### config.mk
export PLATFORM = sky130hd
export DESIGN_NAME = heading_pid_with_wrap_top
export DESIGN_NICKNAME = d
export VERILOG_FILES = /design/src/design/hpid_pkg.sv /design/src/design/heading_pid_with_wrap_top.sv /design/src/design/hpid_error.sv /design/src/design/hpid_mult.sv /design/src/design/hpid_drive.sv
export SDC_FILE = /design/constraint.sdc
export NUM_CORES = 2
export LEC_CHECK = 0
export BUFFER_PORTS_ARGS = -buffer_cell sky130_fd_sc_hd__buf_4
export CORE_MARGIN = 5
export CORE_UTILIZATION = 50
export CTS_CLUSTER_DIAMETER = 80
export CTS_CLUSTER_SIZE = 16
export DETAILED_ROUTE_END_ITERATION = 10
export MAX_ROUTING_LAYER = met4
export PLACE_DENSITY = 0.65
export SYNTH_ARGS = -nofsm -noshare
export SYNTH_HDL_FRONTEND = slang
export SYNTH_HIERARCHICAL = 1
export SYNTH_SLANG_ARGS = --single-unit
### constraint.sdc
create_clock -name i_clk -period 12.8 [get_ports i_clk]
set_clock_uncertainty 0.05 [all_clocks]
set_input_delay 0.64 -clock i_clk [delete_from_list [all_inputs] [get_ports i_clk]]
set_output_delay 0.64 -clock i_clk [all_outputs]
set_load 0.01 [all_outputs]
### src/design/hpid_pkg.sv
// ----------------------------------------------------------------------------
// hpid_pkg
// Shared widths, constants, types and a wrap helper for the heading PID block.
// ----------------------------------------------------------------------------
package hpid_pkg;

    localparam int HeadW  = 16;
    localparam int GainW  = 16;
    localparam int DriveW = 6;
    localparam int SumW   = 32;
    localparam int WideW  = HeadW + 1;
    localparam int DiffW  = HeadW + 1;
    localparam int ProdPW = GainW + HeadW;
    localparam int ProdIW = GainW + SumW;
    localparam int ProdDW = GainW + DiffW;
    localparam int AccW   = ProdIW;

    localparam int HalfTurn   = 18000;
    localparam int FullTurn   = 36000;
    localparam int Deadband   = 100;
    localparam int DriveStep  = 25600;
    localparam int DriveLimit = 30;
    localparam int CntW       = $clog2(DriveLimit + 1);

    localparam logic signed [WideW-1:0] WrapHi   = WideW'(HalfTurn);
    localparam logic signed [WideW-1:0] WrapLo   = WideW'(-HalfTurn);
    localparam logic signed [WideW-1:0] WrapFull = WideW'(FullTurn);
    localparam logic signed [HeadW-1:0] DbHi     = HeadW'(Deadband);
    localparam logic signed [HeadW-1:0] DbLo     = HeadW'(-Deadband);

    typedef enum logic [1:0] {
        REG_GAIN_P = 2'd0,
        REG_GAIN_I = 2'd1,
        REG_GAIN_D = 2'd2
    } t_reg_idx;

    typedef struct packed {
        logic vld;
        logic dead;
    } t_stage_ctl;

    function automatic logic signed [WideW-1:0] wrap_once(input logic signed [WideW-1:0] c);
        logic signed [WideW-1:0] r;
        r = c;
        if (c < WrapLo) begin
            r = c + WrapFull;
        end else if (c > WrapHi) begin
            r = c - WrapFull;
        end
        return r;
    endfunction

endpackage

### src/design/heading_pid_with_wrap_top.sv
// ----------------------------------------------------------------------------
// heading_pid_with_wrap_top
// Heading PID controller with angle wrap, deadband and clamped drive output.
// ----------------------------------------------------------------------------
//  channel   direction  handshake                   payload
//  in        input      i_in_valid / o_in_ready     i_target_heading, i_measured_heading
//  out       output     o_out_valid / i_out_ready   o_drive, o_on_target
//  cfg       input      i_cfg_we                    i_cfg_idx, i_cfg_data
//
//  One request per cycle while the output is not stalled; a result passes
//  through the input reg, error/state stage, product stage, sum stage, result reg.
//  Controller state is updated in the error stage as each request passes, so back to
//  back requests see each other's state. Synchronous active-low reset clears
//  gains, state and valids. Stalls back up stage by stage; empty stages keep
//  taking requests while a result waits.
// ----------------------------------------------------------------------------
module heading_pid_with_wrap_top import hpid_pkg::*; (
    input  logic                     i_clk,
    input  logic                     i_rst_n,
    input  logic                     i_in_valid,
    output logic                     o_in_ready,
    input  logic signed [HeadW-1:0]  i_target_heading,
    input  logic signed [HeadW-1:0]  i_measured_heading,
    output logic                     o_out_valid,
    input  logic                     i_out_ready,
    output logic signed [DriveW-1:0] o_drive,
    output logic                     o_on_target,
    input  logic                     i_cfg_we,
    input  logic [1:0]               i_cfg_idx,
    input  logic [GainW-1:0]         i_cfg_data
);

    logic                     r_vld_in;
    logic signed [HeadW-1:0]  r_target;
    logic signed [HeadW-1:0]  r_measured;
    logic signed [GainW-1:0]  r_gain_p;
    logic signed [GainW-1:0]  r_gain_i;
    logic signed [GainW-1:0]  r_gain_d;

    t_stage_ctl               ctl_err;
    t_stage_ctl               ctl_mul;
    logic signed [HeadW-1:0]  err;
    logic signed [DiffW-1:0]  diff;
    logic signed [SumW-1:0]   sum;
    logic signed [ProdPW-1:0] prod_p;
    logic signed [ProdIW-1:0] prod_i;
    logic signed [ProdDW-1:0] prod_d;
    logic                     rdy_drv;
    logic                     rdy_mul;
    logic                     rdy_err;

    assign rdy_mul    = !ctl_mul.vld || rdy_drv;
    assign rdy_err    = !ctl_err.vld || rdy_mul;
    assign o_in_ready = !r_vld_in || rdy_err;

    always_ff @(posedge i_clk) begin
        if (!i_rst_n) begin
            r_gain_p <= '0;
            r_gain_i <= '0;
            r_gain_d <= '0;
        end else if (i_cfg_we) begin
            case (t_reg_idx'(i_cfg_idx))
                REG_GAIN_P: r_gain_p <= i_cfg_data;
                REG_GAIN_I: r_gain_i <= i_cfg_data;
                REG_GAIN_D: r_gain_d <= i_cfg_data;
                default: ;
            endcase
        end
    end

    always_ff @(posedge i_clk) begin
        if (!i_rst_n) begin
            r_vld_in <= 1'b0;
        end else if (o_in_ready) begin
            r_vld_in <= i_in_valid;
        end
    end

    always_ff @(posedge i_clk) begin
        if (o_in_ready && i_in_valid) begin
            r_target   <= i_target_heading;
            r_measured <= i_measured_heading;
        end
    end

    hpid_error u_error (
        .i_clk              (i_clk),
        .i_rst_n            (i_rst_n),
        .i_load             (rdy_err),
        .i_vld              (r_vld_in),
        .i_target_heading   (r_target),
        .i_measured_heading (r_measured),
        .o_ctl              (ctl_err),
        .o_error            (err),
        .o_diff             (diff),
        .o_sum              (sum)
    );

    hpid_mult u_mult (
        .i_clk    (i_clk),
        .i_rst_n  (i_rst_n),
        .i_load   (rdy_mul),
        .i_ctl    (ctl_err),
        .i_gain_p (r_gain_p),
        .i_gain_i (r_gain_i),
        .i_gain_d (r_gain_d),
        .i_error  (err),
        .i_diff   (diff),
        .i_sum    (sum),
        .o_ctl    (ctl_mul),
        .o_prod_p (prod_p),
        .o_prod_i (prod_i),
        .o_prod_d (prod_d)
    );

    hpid_drive u_drive (
        .i_clk       (i_clk),
        .i_rst_n     (i_rst_n),
        .i_ctl       (ctl_mul),
        .i_prod_p    (prod_p),
        .i_prod_i    (prod_i),
        .i_prod_d    (prod_d),
        .i_out_ready (i_out_ready),
        .o_ready     (rdy_drv),
        .o_out_valid (o_out_valid),
        .o_drive     (o_drive),
        .o_on_target (o_on_target)
    );

`ifndef SYNTHESIS
    a_drive_range: assert property (@(posedge i_clk) disable iff (!i_rst_n)
        o_out_valid |-> (o_drive <= DriveW'(DriveLimit)) && (o_drive >= DriveW'(-DriveLimit)))
        else $error("drive out of range");

    a_deadband_zero: assert property (@(posedge i_clk) disable iff (!i_rst_n)
        (o_out_valid && o_on_target) |-> (o_drive == '0))
        else $error("nonzero drive inside deadband");

    a_full_when_blocked: assert property (@(posedge i_clk) disable iff (!i_rst_n)
        !o_in_ready |-> (o_out_valid && !i_out_ready))
        else $error("input blocked without output stall");

    a_reset_empty: assert property (@(posedge i_clk)
        !i_rst_n |=> !o_out_valid)
        else $error("result valid after reset");
`endif

endmodule

### src/design/hpid_error.sv
// ----------------------------------------------------------------------------
// hpid_error
// Heading error with angle wrap, deadband test and controller state update.
// ----------------------------------------------------------------------------
module hpid_error import hpid_pkg::*; (
    input  logic                     i_clk,
    input  logic                     i_rst_n,
    input  logic                     i_load,
    input  logic                     i_vld,
    input  logic signed [HeadW-1:0]  i_target_heading,
    input  logic signed [HeadW-1:0]  i_measured_heading,
    output t_stage_ctl               o_ctl,
    output logic signed [HeadW-1:0]  o_error,
    output logic signed [DiffW-1:0]  o_diff,
    output logic signed [SumW-1:0]   o_sum
);

    logic                    r_vld;
    logic                    r_dead;
    logic signed [HeadW-1:0] r_err;
    logic signed [DiffW-1:0] r_diff;
    logic signed [SumW-1:0]  r_sum;
    logic signed [SumW-1:0]  r_error_sum;
    logic signed [HeadW-1:0] r_error_last;

    logic signed [WideW-1:0] raw;
    logic signed [WideW-1:0] wrapped;
    logic signed [HeadW-1:0] err;
    logic                    dead;
    logic signed [DiffW-1:0] diff;
    logic signed [SumW:0]    sum_ext;
    logic signed [SumW-1:0]  n_error_sum;

    always_comb begin
        raw     = WideW'(i_target_heading) - WideW'(i_measured_heading);
        wrapped = wrap_once(wrap_once(raw));
        err     = HeadW'(wrapped);
        dead    = (err > DbLo) && (err < DbHi);
        diff    = DiffW'(err) - DiffW'(r_error_last);
        sum_ext = (SumW + 1)'(r_error_sum) + (SumW + 1)'(err);
        if (sum_ext[SumW] != sum_ext[SumW-1]) begin
            n_error_sum = sum_ext[SumW] ? {1'b1, {(SumW - 1){1'b0}}}
                                        : {1'b0, {(SumW - 1){1'b1}}};
        end else begin
            n_error_sum = sum_ext[SumW-1:0];
        end
    end

    always_ff @(posedge i_clk) begin
        if (!i_rst_n) begin
            r_vld        <= 1'b0;
            r_error_sum  <= '0;
            r_error_last <= '0;
        end else if (i_load) begin
            r_vld <= i_vld;
            if (i_vld && !dead) begin
                r_error_sum  <= n_error_sum;
                r_error_last <= err;
            end
        end
    end

    always_ff @(posedge i_clk) begin
        if (i_load && i_vld) begin
            r_dead <= dead;
            r_err  <= err;
            r_diff <= diff;
            r_sum  <= r_error_sum;
        end
    end

    assign o_ctl   = '{vld: r_vld, dead: r_dead};
    assign o_error = r_err;
    assign o_diff  = r_diff;
    assign o_sum   = r_sum;

endmodule

### src/design/hpid_mult.sv
// ----------------------------------------------------------------------------
// hpid_mult
// Three parallel gain products, registered.
// ----------------------------------------------------------------------------
module hpid_mult import hpid_pkg::*; (
    input  logic                      i_clk,
    input  logic                      i_rst_n,
    input  logic                      i_load,
    input  t_stage_ctl                i_ctl,
    input  logic signed [GainW-1:0]   i_gain_p,
    input  logic signed [GainW-1:0]   i_gain_i,
    input  logic signed [GainW-1:0]   i_gain_d,
    input  logic signed [HeadW-1:0]   i_error,
    input  logic signed [DiffW-1:0]   i_diff,
    input  logic signed [SumW-1:0]    i_sum,
    output t_stage_ctl                o_ctl,
    output logic signed [ProdPW-1:0]  o_prod_p,
    output logic signed [ProdIW-1:0]  o_prod_i,
    output logic signed [ProdDW-1:0]  o_prod_d
);

    logic                     r_vld;
    logic                     r_dead;
    logic signed [ProdPW-1:0] r_prod_p;
    logic signed [ProdIW-1:0] r_prod_i;
    logic signed [ProdDW-1:0] r_prod_d;

    always_ff @(posedge i_clk) begin
        if (!i_rst_n) begin
            r_vld <= 1'b0;
        end else if (i_load) begin
            r_vld <= i_ctl.vld;
        end
    end

    always_ff @(posedge i_clk) begin
        if (i_load && i_ctl.vld) begin
            r_dead   <= i_ctl.dead;
            r_prod_p <= ProdPW'(i_gain_p) * ProdPW'(i_error);
            r_prod_i <= ProdIW'(i_gain_i) * ProdIW'(i_sum);
            r_prod_d <= ProdDW'(i_gain_d) * ProdDW'(i_diff);
        end
    end

    assign o_ctl    = '{vld: r_vld, dead: r_dead};
    assign o_prod_p = r_prod_p;
    assign o_prod_i = r_prod_i;
    assign o_prod_d = r_prod_d;

endmodule

### src/design/hpid_drive.sv
// ----------------------------------------------------------------------------
// hpid_drive
// PID sum, scaling by 25600 toward zero with clamp, and the result register.
// ----------------------------------------------------------------------------
module hpid_drive import hpid_pkg::*; (
    input  logic                      i_clk,
    input  logic                      i_rst_n,
    input  t_stage_ctl                i_ctl,
    input  logic signed [ProdPW-1:0]  i_prod_p,
    input  logic signed [ProdIW-1:0]  i_prod_i,
    input  logic signed [ProdDW-1:0]  i_prod_d,
    input  logic                      i_out_ready,
    output logic                      o_ready,
    output logic                      o_out_valid,
    output logic signed [DriveW-1:0]  o_drive,
    output logic                      o_on_target
);

    logic                     r_vld_acc;
    logic                     r_dead_acc;
    logic signed [AccW-1:0]   r_acc;
    logic                     r_vld_out;
    logic signed [DriveW-1:0] r_drive;
    logic                     r_on_target;

    logic                     rdy_out;
    logic                     rdy_acc;
    logic [DriveLimit-1:0]    above;
    logic [DriveLimit-1:0]    below;
    logic [CntW-1:0]          cnt_pos;
    logic [CntW-1:0]          cnt_neg;
    logic signed [DriveW-1:0] drive_calc;

    assign rdy_out = !r_vld_out || i_out_ready;
    assign rdy_acc = !r_vld_acc || rdy_out;

    // thermometer against multiples of the scale step, both signs
    always_comb begin
        for (int k = 1; k <= DriveLimit; k++) begin
            above[k-1] = r_acc >= AccW'(k * DriveStep);
            below[k-1] = r_acc <= AccW'(-k * DriveStep);
        end
        cnt_pos    = CntW'($countones(above));
        cnt_neg    = CntW'($countones(below));
        drive_calc = DriveW'(cnt_pos) - DriveW'(cnt_neg);
    end

    always_ff @(posedge i_clk) begin
        if (!i_rst_n) begin
            r_vld_acc <= 1'b0;
            r_vld_out <= 1'b0;
        end else begin
            if (rdy_acc) begin
                r_vld_acc <= i_ctl.vld;
            end
            if (rdy_out) begin
                r_vld_out <= r_vld_acc;
            end
        end
    end

    always_ff @(posedge i_clk) begin
        if (rdy_acc && i_ctl.vld) begin
            r_dead_acc <= i_ctl.dead;
            r_acc      <= AccW'(i_prod_p) + AccW'(i_prod_i) + AccW'(i_prod_d);
        end
        if (rdy_out && r_vld_acc) begin
            r_drive     <= r_dead_acc ? '0 : drive_calc;
            r_on_target <= r_dead_acc;
        end
    end

    assign o_ready     = rdy_acc;
    assign o_out_valid = r_vld_out;
    assign o_drive     = r_drive;
    assign o_on_target = r_on_target;

endmodule

==> Yosys cells after proc, flatten, opt, wreduce, memory -nomap -nowiden <==
Index checks and enable logic that the tools add are counted.
{ "word_totals": {"regBits": 369, "latchBits": 0, "ramBits": 0, "rom_bits": 0, "input_bits": 55, "output_inout_bits": 9, "elab_cells": 193, "mem_count": 0} }
{ "classes": {"n_addsub": 68, "mul": 3, "n_div": 0, "magnitude_cmp": 66, "eq_ne": 3, "shift": 0, "mux": 6, "bitwise": 0, "n_reduce_logical": 23} }
{ "ops": {"columns": ["op", "count"], "rows": [
  ["48-bit by 20-bit >= comparator with 1-bit output, second input constant", 10],
  ["48-bit by 21-bit >= comparator with 1-bit output, second input constant", 10],
  ["48-bit by 20-bit <= comparator with 1-bit output, second input constant", 10],
  ["48-bit by 21-bit <= comparator with 1-bit output, second input constant", 10],
  ["48-bit by 19-bit >= comparator with 1-bit output, second input constant", 5],
  ["48-bit by 19-bit <= comparator with 1-bit output, second input constant", 5],
  ["48-bit by 18-bit >= comparator with 1-bit output, second input constant", 3],
  ["48-bit by 18-bit <= comparator with 1-bit output, second input constant", 3],
  ["5-bit adder", 28],
  ["32-bit 2-to-1 mux", 2],
  ["1-bit by 1-bit adder with 2-bit output", 30],
  ["32-bit by 48-bit adder with 48-bit output", 1],
  ["48-bit by 33-bit adder with 48-bit output", 1],
  ["48-bit by 16-bit >= comparator with 1-bit output, second input constant", 1],
  ["48-bit by 17-bit >= comparator with 1-bit output, second input constant", 1],
  ["48-bit by 16-bit <= comparator with 1-bit output, second input constant", 1],
  ["48-bit by 17-bit <= comparator with 1-bit output, second input constant", 1],
  ["16-bit by 32-bit multiplier with 48-bit output", 1],
  ["17-bit by 16-bit greater-than comparator with 1-bit output, second input constant", 2],
  ["17-bit by 16-bit less-than comparator with 1-bit output, second input constant", 2],
  ["17-bit 2-to-1 mux", 2],
  ["16-bit by 16-bit subtractor with 17-bit output", 2],
  ["32-bit by 16-bit adder with 33-bit output", 1],
  ["16-bit by 17-bit multiplier with 33-bit output", 1],
  ["other kinds (17)", 36]
]} }

==> Logic depth before layout (Yosys ltp) <==
{ "depth": {"depth_word": 12, "depth_mapped": 40, "depth_no_buf": 38} }

==> Cells and area by module <==
Netlist, hierarchy kept.
{ "by_module_without_submodules": {"columns": ["module", "instances", "cells_per_inst", "area_each_um2", "seq_area_each_um2"], "rows": [
  ["hpid_mult", 1, 4394, 41327.1, 3443.3],
  ["hpid_error", 1, 1018, 9088.7, 2962.8],
  ["hpid_drive", 1, 1040, 8954.8, 1721.7],
  ["heading_pid_with_wrap_top", 1, 215, 2812.7, 1941.9]
]} }

==> Worst setup path after synthesis <==
OpenSTA, ideal clock, no wires.
{ "synth_path": {"path_type": "reg2reg", "start": "register r_target[0]", "end": "register u_error.r_error_sum[1]", "setup_time_ns": 0.070, "arrival_ns": 8.060, "required_ns": 12.680, "slack_ns": 4.620, "stages_incl_launch_ff": 40, "path_buffers": 2, "synth_period_minus_slack_ns": 8.180, "path_cell_list": "edfxtp_1 > inv_1 > ha_1 > inv_1 > fa_1 > a21o_1 > a221oi_2 > xnor2_1 > inv_1 > ha_1 > a21oi_1 > o31ai_1 > o2111a_1 > o31ai_4 > a22oi_2 > xnor2_2 > a2111oi_2 > o31a_1 > [4 not listed] > xnor2_1 > ha_1 > o21a_1 > o21ai_0 > nand2b_1 > nand3_1 > o31a_1 > o311a_1 > nor3_1 > o31a_1 > o2111ai_1 > a21oi_1 > nor2_1 > xnor2_1 > clkbuf_1 > a21oi_1 > or4_1 > a21oi_1"} }
{ "synth_between": {"elab_chain_cells": 12, "elab_cells_between_ends": 23, "classes_between": "6 x add/sub; 6 x order compare; 1 x eq/ne; 6 x mux; 4 x reduce/logical"} }
{ "synth_rtl": {"columns": ["item", "line", "source"], "rows": [
  ["from (decl)", "heading_pid_with_wrap_top.sv:34", "logic signed [HeadW-1:0] r_target;"],
  ["from (signal assigned)", "heading_pid_with_wrap_top.sv:81", "r_target <= i_target_heading;"],
  ["16-bit by 16-bit subtractor with 17-bit output *", "hpid_error.sv:35", "raw = WideW'(i_target_heading) - WideW'(i_measured_heading);"],
  ["17-bit subtractor / 17-bit by 16-bit greater-than comparator with 1-bit output (equally long branches)", "hpid_pkg.sv:48, hpid_pkg.sv:47", null],
  ["17-bit 2-to-1 mux", "hpid_pkg.sv:47", "end else if (c > WrapHi) begin"],
  ["17-bit 2-to-1 mux *", "hpid_pkg.sv:45", "if (c < WrapLo) begin"],
  ["16-bit subtractor / 17-bit by 16-bit greater-than comparator with 1-bit output (equally long branches)", "hpid_pkg.sv:48, hpid_pkg.sv:47", null],
  ["16-bit 2-to-1 mux", "hpid_pkg.sv:47", null],
  ["16-bit 2-to-1 mux *", "hpid_pkg.sv:45", null],
  ["named net u_error.wrapped[11]", "hpid_error.sv:27", "logic signed [WideW-1:0] wrapped;"],
  ["parallel branches: the longest is 5 deep, another holds 32-bit by 16-bit adder with 33-bit output", null, null],
  ["to (signal assigned)", "hpid_error.sv:57", "r_error_sum <= n_error_sum;"],
  ["to (decl)", "hpid_error.sv:23", "logic signed [SumW-1:0] r_error_sum;"]
]} }
Mark *: on every way through the listed nets, which the timed path passes.
A chain may end at the register's enable or synchronous reset.

==> Worst setup path in the final report <==
{ "layout_path": {"start": "register r_target[1]", "end": "register u_error.r_error_sum[1]"} }
The elaborated chain is that of the path after synthesis.

==> results.sh <==
export IMPL_vias=45800
export IMPL_dp_cells=8160
export IMPL_max_freq_mhz=98.9
export IMPL_worst_setup_path_type="reg2reg"
export IMPL_synth_main_ff_cell="edfxtp_1"
export IMPL_status="complete, no violations"
export IMPL_layout_min_cycle_time_ps=10110
export IMPL_irDropWorstVdd_mv=1.94
export IMPL_cp_end_kind="register"
export IMPL_ys_warn_count=6
export IMPL_grt_use_total_pct=26.8
export IMPL_synth_edff_count=268
export IMPL_cts_resized=0
export IMPL_clk_latency_ps=620
export IMPL_rr_endpoint="u_error/r_error_sum[1]"
export IMPL_cts_root_buffer="clkbuf_16"
export IMPL_drive_gt1_share_pct=4.27
export IMPL_min_path_cells=1
export IMPL_worst_slack_ps=2690
export IMPL_post_route_period_util_pct=79.0
export IMPL_synthToLayoutAreaGrowth_pct=4.93
export IMPL_syn_avg_cell_area_um2=9.33
export IMPL_place_ws_ps=2760
export IMPL_ys_types=119
export IMPL_die_area_um2=132000
export IMPL_synth_area_leaders="fa_1, edfxtp_1, ha_1, inv_1, nand2_1"
export IMPL_r2r_cells=34
export IMPL_drt_iter0_markers=3300
export IMPL_maxCapViolCount=0
export IMPL_synth_top_area_share_pct=36.2
export IMPL_nets=8149
export IMPL_rsz0062_at_grt="false"
export IMPL_routabilityCongestion=0.908
export IMPL_hold_class="in2reg"
export IMPL_slew_viol_final=0
export IMPL_path_clk_slew_ps=80
export IMPL_slew_headroom_pct=28.1
export IMPL_finalNonFillerCells=8228
export IMPL_num_fill_cells=11400
export IMPL_reg2reg_slack_ps=2690
export IMPL_cp_max_fo=20
export IMPL_hpwl_um=134000
export IMPL_rows=129
export IMPL_p_leak_nw=30.8
export IMPL_grt_pass1_vias=47900
export IMPL_totalWireLength_um=170000
export IMPL_portBuffers=63
export IMPL_power_density_nw_per_um2=199
export IMPL_grt_pass1_wl_um=269000
export IMPL_die_height_um=363
export IMPL_worstMarginPinSlew_ps=1070
export IMPL_drcViolationCount=0
export IMPL_wire_per_inst_um=20.7
export IMPL_initial_utilization_pct=50.3
export IMPL_synthesis_area_um2=62200
export IMPL_ys_seq_area_share_pct=16.2
export IMPL_r2r_start="r_target[1]"
export IMPL_ys_ff_latch=369
export IMPL_finalHoldViolCount=0
export IMPL_syn_inst=6667
export IMPL_start_kind="register"
export IMPL_postCtsSetupBuffers=0
export IMPL_die_width_um=363
export IMPL_worstHoldStart="i_measured_heading[15]"
export IMPL_cp_slowest_stage_delay_ps=720
export IMPL_hold_buffers=0
export IMPL_synth_top_area_cell="fa_1"
export IMPL_cts_tree="yes"
export IMPL_htreeDepth=2
export IMPL_crit_required_ps=13270
export IMPL_critical_path_arrival_ps=10580
export IMPL_min_delay_worst_endpoint="r_measured[15]"
export IMPL_synth_nets=8255
export IMPL_synthArstFlopShare_pct=0
export IMPL_core_area_um2=124000
export IMPL_io_pins=64
export IMPL_tns_ps=0
export IMPL_clockBufferDepth=3
export IMPL_routed_via_density=5.57
export IMPL_antenna_found_initial=8
export IMPL_cp_slowest_cell="xor2_1"
export IMPL_cpMostUsedCell="a21oi_1"
export IMPL_ant_nets=0
export IMPL_setup_viol=0
export IMPL_numCtsBuffers=36
export IMPL_grt_max_degree=77
export IMPL_overflow=0
export IMPL_firstDrtPassIters=7
export IMPL_numClockSinks=369
synthesized netlist by cell type (all sizes together) (24+ instances only):
cell type  count
buf           42
o21ai        175
o211ai        24
nand4         37
a31oi         41
mux2i         53
maj3          24
xnor2        181
nand2        798
edfxtp       268
nor3          99
nand3         78
ha           408
nor4          25
a21o          85
and2         440
dfxtp        101
a211oi        29
fa          1125
clkbuf       226
nand2b        48
o21a          44
a21oi        275
nor2b         32
nor2         260
xor2          61
o21bai        51
inv         1360
critical path: cells and delay by family, from the launching register on:
family          cells  cell delay [ps]
flops               1              440
simple gates        8             1440
compound gates     18             5100
buf+inv             2              710
xor+xnor            3             1340
fa+ha+maj           3              960
how the worst max path moves through the flow:
stage,slack [ps],to,cells after the start,start
5_1_grt,1810,u_error/r_error_sum[0],34,r_target[3]
2_1_floorplan,4620,u_error/r_error_sum[1],39,r_target[0]
6_report,2690,u_error/r_error_sum[1],34,r_target[1]
4_1_cts,2710,u_error/r_error_sum[1],36,r_target[0]
3_5_place_dp,2760,u_error/r_error_sum[1],34,r_target[1]
3_3_place_gp,2950,u_error/r_error_sum[1],34,r_target[1]
layout make-up:
type	instances	area [um^2]	share of cell area (%)
multi-input cells	4669	45900	70.3
flip-flops and latches	369	10100	15.4
inverters	1361	5120	7.84
well taps	1637	2050	3.14
clock buffers	47	995	1.52
repair buffers	124	931	1.43
clock inverters	15	166	0.255
diodes	6	15.0	0.0230
routing by layer:
| layer | global-route usage, % | part of all wire (%) | vias up |
|---|---|---|---|
| met5 | - | 0 | - |
| met2 | 43.0 | 47 | 1518 |
| met3 | 3.47 | 6.7 | 294 |
| met1 | 36.3 | 43 | 23200 |
| li1 | - | - | 20700 |
| met4 | 7.40 | 3.2 | 0 |
through the flow:
stage	util [%]	instance area, um^2	hold slack (ps)	power [mW]
4_1_cts	52.8	65200	103	13.1
3_5_place_dp	51.8	64100	355	11.9
6_report	52.8	65300	152	13.0
2_1_floorplan	-	62200	380	9.54
3_3_place_gp	51.8	64100	360	11.8
5_1_grt	52.8	65200	116	14.5
layout by cell type (no fill, tap or decap), drive strengths merged, types with 14 or more instances in the layout:
cell       n
nor3      99
a211oi    29
o211ai    24
a31oi     41
nor2b     32
buf      124
or2       16
nand4     37
nor2     260
fa      1125
nand2    798
edfxtp   268
maj3      24
mux2i     53
inv     1369
nor4      25
and3      22
dfxtp    101
and2     440
a21o      85
a21boi    14
a31o      14
ha       408
o21a      44
a21oi    275
or3       14
xnor2    181
clkbuf    47
xor2      61
nand2b    48
nand3     78
o21bai    51
o21ai    175
report_power, final:
group | internal, mW | total, mW | leakage (nW) | switching (mW)
sequential | 1.92 | 2.36 | 3.35 | 0.441
clock | 0.569 | 1.10 | 0.567 | 0.526
combinational | 3.94 | 9.55 | 26.9 | 5.61
state kept, by name, summed over array words and instances (netlist names):
signal	count
u_drive/o_out_valid	1
u_error/r_error_sum	32
u_error/r_dead	1
u_mult/r_vld	1
u_error/o_error	16
r_gain_d	16
r_target	16
u_mult/r_dead	1
u_drive/r_vld_acc	1
u_error/o_sum	32
u_error/o_diff	17
r_measured	16
u_mult/o_prod_d	33
r_gain_p	16
u_mult/o_prod_i	48
r_gain_i	16
u_error/r_error_last	16
u_error/r_vld	1
u_drive/o_on_target	1
u_mult/o_prod_p	32
r_vld_in	1
u_drive/o_drive	6
u_drive/r_dead_acc	1
u_drive/r_acc	48
cells by family after synthesis:
family	after synthesis	share of synthesized area, %
and+or+nand+nor	1916	14.9
buffers and inverters	1629	10.0
DFF	369	16.2
muxes	53	0.853
adders and majority gates	1557	44.8
AOI/OAI and AO/OA	901	9.76
xor gates and xnor gates	242	3.48
Note: power is estimated with default switching activity, not from simulation.
